--- config.mk ---
export PLATFORM = sky130hd
export DESIGN_NAME = mbsrc_ctrl
export DESIGN_NICKNAME = d
export VERILOG_FILES = /design/src/hw/rtl/mbsrc_pkg.sv /design/src/hw/rtl/mbsrc_ctrl.sv
export SDC_FILE = /design/constraint.sdc
export NUM_CORES = 1
export LEC_CHECK = 0
export ABC_CLOCK_PERIOD_IN_PS = 2300
export BUFFER_PORTS_ARGS = -buffer_cell sky130_fd_sc_hd__buf_2
export CAP_MARGIN = 20
export CORE_AREA = 2 2 39 41
export CTS_CLUSTER_DIAMETER = 30
export DETAILED_ROUTE_END_ITERATION = 7
export DIE_AREA = 0 0 41 43
export PLACE_DENSITY = 0.4
export SLEW_MARGIN = 5
export SYNTH_ARGS = -nofsm -noshare
export SYNTH_HDL_FRONTEND = slang
export SYNTH_SLANG_ARGS = --single-unit
--- constraint.sdc ---
create_clock -name clk -period 2.3 [get_ports clk]
set_clock_uncertainty 0.2 [all_clocks]
set_input_delay 0.46 -clock clk [delete_from_list [all_inputs] [get_ports clk]]
set_output_delay 0.46 -clock clk [all_outputs]
set_load 0.02 [all_outputs]
--- src/hw/rtl/mbsrc_pkg.sv ---
package mbsrc_pkg;

	localparam int MAX_ITEMS = 1024;
	localparam int ADDR_W    = $clog2(MAX_ITEMS);
	localparam int CNT_W     = $clog2(MAX_ITEMS + 1);

	typedef struct packed {
		logic signed [31:0] value;
		logic               last;
	} item_t;

	typedef struct packed {
		logic has_majority;
		logic overflow;
	} result_t;

	// controller to datapath
	typedef struct packed {
		logic load;    // item accepted
		logic scan;    // count pass running
		logic finish;  // capture verdict
		logic clear;   // result taken, start new set
	} mbsrc_cmd_t;

	// datapath to controller
	typedef struct packed {
		logic scan_done;
	} mbsrc_sts_t;

	localparam logic [1:0] S_LOAD = 2'd0;
	localparam logic [1:0] S_SCAN = 2'd1;
	localparam logic [1:0] S_OUT  = 2'd2;

endpackage

--- src/hw/rtl/mbsrc_ctrl.sv ---
module mbsrc_ctrl (
	input  logic                clk,
	input  logic                arst_n,
	input  logic                item_valid,
	input  logic                item_last,
	input  logic                result_stall,
	input  mbsrc_pkg::mbsrc_sts_t sts,
	output mbsrc_pkg::mbsrc_cmd_t cmd,
	output logic                item_stall,
	output logic                result_valid
);
	import mbsrc_pkg::*;

	logic [1:0] state_q;
	logic       accept;

	assign item_stall   = (state_q != S_LOAD);
	assign result_valid = (state_q == S_OUT);
	assign accept       = item_valid && (state_q == S_LOAD);

	always_comb begin
		cmd.load   = accept;
		cmd.scan   = (state_q == S_SCAN);
		cmd.finish = (state_q == S_SCAN) && sts.scan_done;
		cmd.clear  = (state_q == S_OUT) && !result_stall;
	end

	always_ff @(posedge clk or negedge arst_n) begin
		if (!arst_n) begin
			state_q <= S_LOAD;
		end else begin
			case (state_q)
				S_LOAD: if (accept && item_last) state_q <= S_SCAN;
				S_SCAN: if (sts.scan_done) state_q <= S_OUT;
				S_OUT:  if (!result_stall) state_q <= S_LOAD;
				default: state_q <= S_LOAD;
			endcase
		end
	end

	a_out_after_scan: assert property (@(posedge clk) disable iff (!arst_n)
		$rose(result_valid) |-> $past(state_q) == S_SCAN)
		else $error("result shown without count pass");
	a_stall_busy: assert property (@(posedge clk) disable iff (!arst_n)
		(state_q == S_SCAN) |-> item_stall && !result_valid)
		else $error("item taken during count pass");
	a_hold_result: assert property (@(posedge clk) disable iff (!arst_n)
		result_valid && result_stall |=> result_valid)
		else $error("stalled result dropped");

endmodule

==> results of run 1 <==
## cells in the mapped netlist
master	count
and2b_4	1
o2bb2ai_2	1
nand2_1	1
a22o_1	1
inv_1	2
and2_1	1
and2b_1	1
buf_4	1
dfrtp_1	2
nor2b_4	1
or2_4	1
nor2_1	1
## layer usage
layer	track usage, %	share of wire, %	vias up
li1	-	-	71
met1	8.04	60	54
met2	4.06	29	12
met3	3.14	9.8	0
met4	6.00	0	0
met5	0	0	-
## through the flow
step	power (mW)	util, %	instances	hold slack [ns]
after floorplan	0.117	-	14	-0.0356
after global placement	0.141	15.2	40	0.0531
after detailed placement	0.140	15.2	40	0.0529
after CTS	0.221	17.5	44	0.265
after global routing	0.234	17.5	44	0.281
final	0.215	17.5	44	0.271
## worst max path at each step
stage,slack (ns),to,depth (start not counted)
6_report,0.50,cmd[0],3
3_5_place_dp,0.73,cmd[0],3
4_1_cts,0.49,cmd[0],3
3_3_place_gp,0.71,cmd[0],3
5_1_grt,0.42,cmd[0],3
2_1_floorplan,0.72,cmd[3],3
## cells by family after synthesis
kind of cell	after synthesis	share of synthesized area [%]
and+or+nand+nor	7	37.7
AOI/OAI and AO/OA	2	16.7
DFF	2	35.1
buffers and inverters	3	10.5
## cell type report
cell class                      count  area [µm²]
Inverter                            2        7.51
Sequential cell                     2        50.0
Tap cell                           16        20.0
Multi-Input combinational cell      9        77.6
Fill cell                         158        1140
Clock buffer                        3        22.5
Timing Repair Buffer               12        65.1
## cells in the final DEF, fill, tap and decap left out
cell type,n
buf_2,11
clkbuf_4,3
inv_1,2
dfrtp_1,2
or2_4,1
nor2_1,1
nor2b_4,1
and2_1,1
and2b_4,1
and2b_1,1
a22o_1,1
nand2_1,1
o2bb2ai_2,1
dlygate4sd3_1,1
## power by group through the flow
stage | registers [mW] | clock network, mW | logic, mW
2_1_floorplan | 0.0481 | 0 | 0.0689
3_5_place_dp | 0.0493 | 0 | 0.0909
5_1_grt | 0.0507 | 0.0828 | 0.100
6_report | 0.0489 | 0.0754 | 0.0912
4_1_cts | 0.0490 | 0.0795 | 0.0927
3_3_place_gp | 0.0493 | 0 | 0.0915
## timing repair
action | 4_1_cts | 5_1_grt
hold endpoints to repair | 2 | 0
hold buffers | 1 | 0
setup endpoints to repair | 0 | 0
resized for setup | 0 | 0
==> flow_summary.toml, run 1 <==
[power]
p_sw_share_pct = 34.1
ir_drop_uv = 209
p_int_uw = 142
pwr-share-comb_pct = 42.3
powerDensity_mw_per_mm2 = 887
clkPwrFrac_pct = 35.0
power_switching_uw = 73.5
p_seq_share_pct = 22.7
leakage_nw = 0.139

[clock_network]
cts.sinks = 2
cts_max_level = 1
clk_pin_slew_ns = 0.03
ctsLongestPathBuffers = 2
cts_tree = "yes"
root_buffer = "clkbuf_4"
numCtsBuffers = 3
clock_latency_ns = 0.22
post_cts_buffers = 0

[timing]
fmax_mhz = 555
rsz0062_at_grt = "false"
setup_viol = 0
layout_min_cycle_time_ns = 1.80
finalSetupTns_ns = 0
maxSlewViolCount = 0
fin_crit_sh_pct = 78.4
setup_ws_ns = 0.498
worst_slew_pin_slew_ns = 0.154
maxSlewHeadroom_pct = 89.8
hold_violations = 0

[global_route]
grt.total_usage_pct = 5.32
grt_pass1_wl_um = 545
grt_overflow = 0
antenna_found_initial = 0
grt_pass1_vias = 142
grt_max_degree = 5

[synthesis]
synth_seq_area_share_pct = 35.1
ys_ff_latch = 2
syn_inst = 14
synth_fp_nets = 20
netlist.area_leader.share_pct = 35.1
synth.area.top_cells = "dfrtp_1 35%, o2bb2ai_2 11%, nor2b_4 9.6%, and2b_4 7.0%, a22o_1 6.1%"
synth_warnings = 0
yosys.area.top_type = "dfrtp_1"
syn_area_um2 = 143
ys_types = 12
avgSynthCellArea_um2 = 10.2

[critical_path]
max_stage_delay_ns = 0.38
path_buf_inv = 1
crit_family = "simple AND/OR/NAND/NOR gates"
cp_max_fo = 3
r2r-start = "state_q[1]$_DFFE_PN0P_"
reg2regPathDepth = 2
crit_required_ns = 1.64
path_cells = "and2b_4 > and2b_1 > buf_2"
reg2reg_to = "state_q[1]$_DFFE_PN0P_"
r2r_slack_ns = 1.22
crit_path_start_kind = "flip-flop"
cp.arrival_ns = 1.14
crit_path_end_kind = "output pin"
cpMaxStageDelayCell = "dfrtp_1"
crit_start = "state_q[0]$_DFFE_PN0P_"
criticalPathCategory = "reg2out"

[layout]
top_regs = "state_q (2)"
nets = 36
regMostFlops = "state_q"
diodes = 0
largest_reg_flops = 2
drive_gt1_share_pct = 64.3
final_area_um2 = 243
syn_to_final_growth_pct = 70.2

[run_status]
status = "finished, final reports clean"

[placement]
dpl_cell_area_um2 = 210
gp_congestion = 0.624
io_buffers = 11
pre_cts_slack_ns = 0.727

[drt]
final_antenna_net_count = 0
remaining_drc_errors = 0
drt_first_iter_violations = 0
wl_per_cell_um = 8.61
viasPerCell = 3.11
dr.pass1.iters = 1
totalWireLength_um = 379
vias = 137

[floorplanning]
row_count = 14
initial_core_util_pct = 10.3
dieHeight_um = 43
dieArea_mm2 = 0.00176
io_pins = 12
die_w_um = 41
core-area_mm2 = 0.00138

[worst_hold_path]
hp-class = "in2reg"
min_to = "state_q[1]$_DFFE_PN0P_"
hold_start = "result_stall"
hold_depth = 2

[run]
maxCapViolCount = 0
Power figures use the tool's default switching activity.
==> inputs of run 2 (changes only) <==
--- a/config.mk
+++ b/config.mk
@@ -5,14 +5,14 @@
 export SDC_FILE = /design/constraint.sdc
 export NUM_CORES = 1
 export LEC_CHECK = 0
-export ABC_CLOCK_PERIOD_IN_PS = 2300
+export ABC_CLOCK_PERIOD_IN_PS = 1600
 export BUFFER_PORTS_ARGS = -buffer_cell sky130_fd_sc_hd__buf_2
 export CAP_MARGIN = 20
 export CORE_AREA = 2 2 39 41
 export CTS_CLUSTER_DIAMETER = 30
 export DETAILED_ROUTE_END_ITERATION = 7
 export DIE_AREA = 0 0 41 43
-export PLACE_DENSITY = 0.4
+export PLACE_DENSITY = 0.41
 export SLEW_MARGIN = 5
 export SYNTH_ARGS = -nofsm -noshare
 export SYNTH_HDL_FRONTEND = slang
==> constraint.sdc (replaced) <==
create_clock -name clk -period 1.6 [get_ports clk]
set_clock_uncertainty 0.2 [all_clocks]
set_input_delay 0.32 -clock clk [delete_from_list [all_inputs] [get_ports clk]]
set_output_delay 0.32 -clock clk [all_outputs]
set_load 0.02 [all_outputs]
==> run 2 against run 1 <==
Against the previous run:
- clock power increased by 42%
- critical path depth unchanged
- sequential share of layout area shrank 2.7 points
- setup slack got worse by 0.52 ns
- count of clock-buffer cells in the layout is the same
- the flow now finishes with violations (setup timing)
- flip-flop and latch count is the same
- global-route usage down 0.20 points
- critical endpoint unchanged
- worst hold slack got worse by 0.13 ns
- final cell count is 2.3% higher
==> flow_summary.toml, run 2 (synthesis gave the netlist of run 1 again) <==
[floorplanning]
die_w_um = 41
dieArea_mm2 = 0.00176
io_pins = 12
core-area_mm2 = 0.00138
row_count = 14
dieHeight_um = 43
initial_core_util_pct = 10.3

[drt]
totalWireLength_um = 380
final_antenna_net_count = 0
remaining_drc_errors = 0
met1_length_um = 223
route.met2.wl_um = 102
viasPerCell = 3.13
dr.pass1.iters = 1
routed-wl-met3_um = 53
vias = 141
routed.top_layer = "met3"
wl_per_cell_um = 8.44
drt_first_iter_violations = 0

[layout]
final_common_cell = "buf_2"
largest_reg_flops = 2
top_regs = "state_q (2)"
drive_gt1_share_pct = 72.4
regMostFlops = "state_q"
nets = 37
num-fill-cells = 155
layout_common_cells = "8 x buf_2, 3 x clkbuf_4, 3 x buf_6, 2 x inv_1, 2 x dfrtp_1"
diodes = 0
final_util_pct = 20.2
syn_to_final_growth_pct = 95.6

[timing]
fmax_mhz = 617
hold_violations = 0
setup_ws_ns = -0.0214
whs_ns = 0.140
maxSlewViolCount = 0
setup_viol = 2
layout_min_cycle_time_ns = 1.62
maxSlewHeadroom_pct = 90.0
worst_slew_pin_slew_ns = 0.150
fin_crit_sh_pct = 101
rsz0062_at_grt = "true"

[critical_path]
cp.arrival_ns = 1.10
criticalPathCategory = "reg2out"
reg2regPathDepth = 3
cp-endpoint = "cmd[0]"
crit_start = "state_q[0]$_DFFE_PN0P_"
r2r-start = "state_q[0]$_DFFE_PN0P_"
r2r_slack_ns = 0.52
crit_path_end_kind = "output pin"
cp_max_fo = 3
crit_path_start_kind = "flip-flop"
crit_required_ns = 1.08
reg2reg_to = "state_q[0]$_DFFE_PN0P_"

[power]
leakage_nw = 0.150
ir_drop_uv = 432
powerDensity_mw_per_mm2 = 1220

[global_route]
grt_overflow = 0
grt_max_degree = 5
grt_pass1_wl_um = 558
grt_pass1_vias = 130
grt.total_usage_pct = 5.13
antenna_found_initial = 0

[clock_network]
cts_tree = "yes"
clock_latency_ns = 0.22
root_buffer = "clkbuf_4"
cts.sinks = 2
clk_pin_slew_ns = 0.03
ctsLongestPathBuffers = 2
cts_max_level = 1
numCtsBuffers = 3

[run]
maxCapViolCount = 0

[run_status]
violations = "setup timing"
status = "finished with violations"

[placement]
gp_congestion = 0.656
io_buffers = 11
dp_hpwl_um = 309

[worst_hold_path]
hp-class = "in2reg"
run 2: final cells by class:
type,instances,area [µm²],area share [%]
well taps,16,20.0,7.17
inverters,2,7.51,2.69
repair buffers,13,91.3,32.7
flip-flops and latches,2,50.0,17.9
multi-input cells,9,87.6,31.4
clock buffers,3,22.5,8.07
run 2: how the worst min path moves through the flow:
stage	depth (start not counted)	from	end	slack, ns
after floorplan	0	arst_n	state_q[0]$_DFFE_PN0P_	-0.18
after global routing	2	result_stall	state_q[1]$_DFFE_PN0P_	0.15
final	2	result_stall	state_q[1]$_DFFE_PN0P_	0.14
after global placement	1	arst_n	state_q[1]$_DFFE_PN0P_	-0.09
after detailed placement	1	arst_n	state_q[1]$_DFFE_PN0P_	-0.09
after CTS	2	result_stall	state_q[1]$_DFFE_PN0P_	0.14
run 2: layer usage:
metal  global-route usage [%]  vias up
met5                        0        -
met4                     2.00        0
met3                     4.71        0
met2                     3.44       12
met1                     9.03       54
li1                         -       75
run 2: critical path, stage by stage, from the launching register on:
cell     delay (ns)
dfrtp_1        0.38
and2b_4        0.26
and2b_1        0.13
buf_6          0.11
run 2: report_power, final:
group / switching (mW) / internal (mW) / total, mW
Clock: 0.0250 / 0.0825 / 0.107
Sequential: 0.00974 / 0.0607 / 0.0705
Combinational: 0.0801 / 0.0833 / 0.163
run 2: through the flow:
step	instance area, µm²	setup slack (ns)	cells	TNS (ns)	total power [mW]
after floorplan	143	0.161	14	0	0.168
after global placement	210	0.169	40	0	0.202
after detailed placement	210	0.168	40	0	0.202
after CTS	254	-0.0375	44	-0.0741	0.326
after global routing	279	-0.0908	45	-0.165	0.370
final	279	-0.0214	45	-0.0320	0.341
run 2: timing repair:
item / in CTS / in global routing
buffers inserted: 0 / 1
pin swaps: 1 / 0
cloned: 0 / 0
gates resized for setup: 4 / 5
setup endpoints to repair: 3 / 3
hold buffers: 1 / 0
hold endpoints to repair: 2 / 0
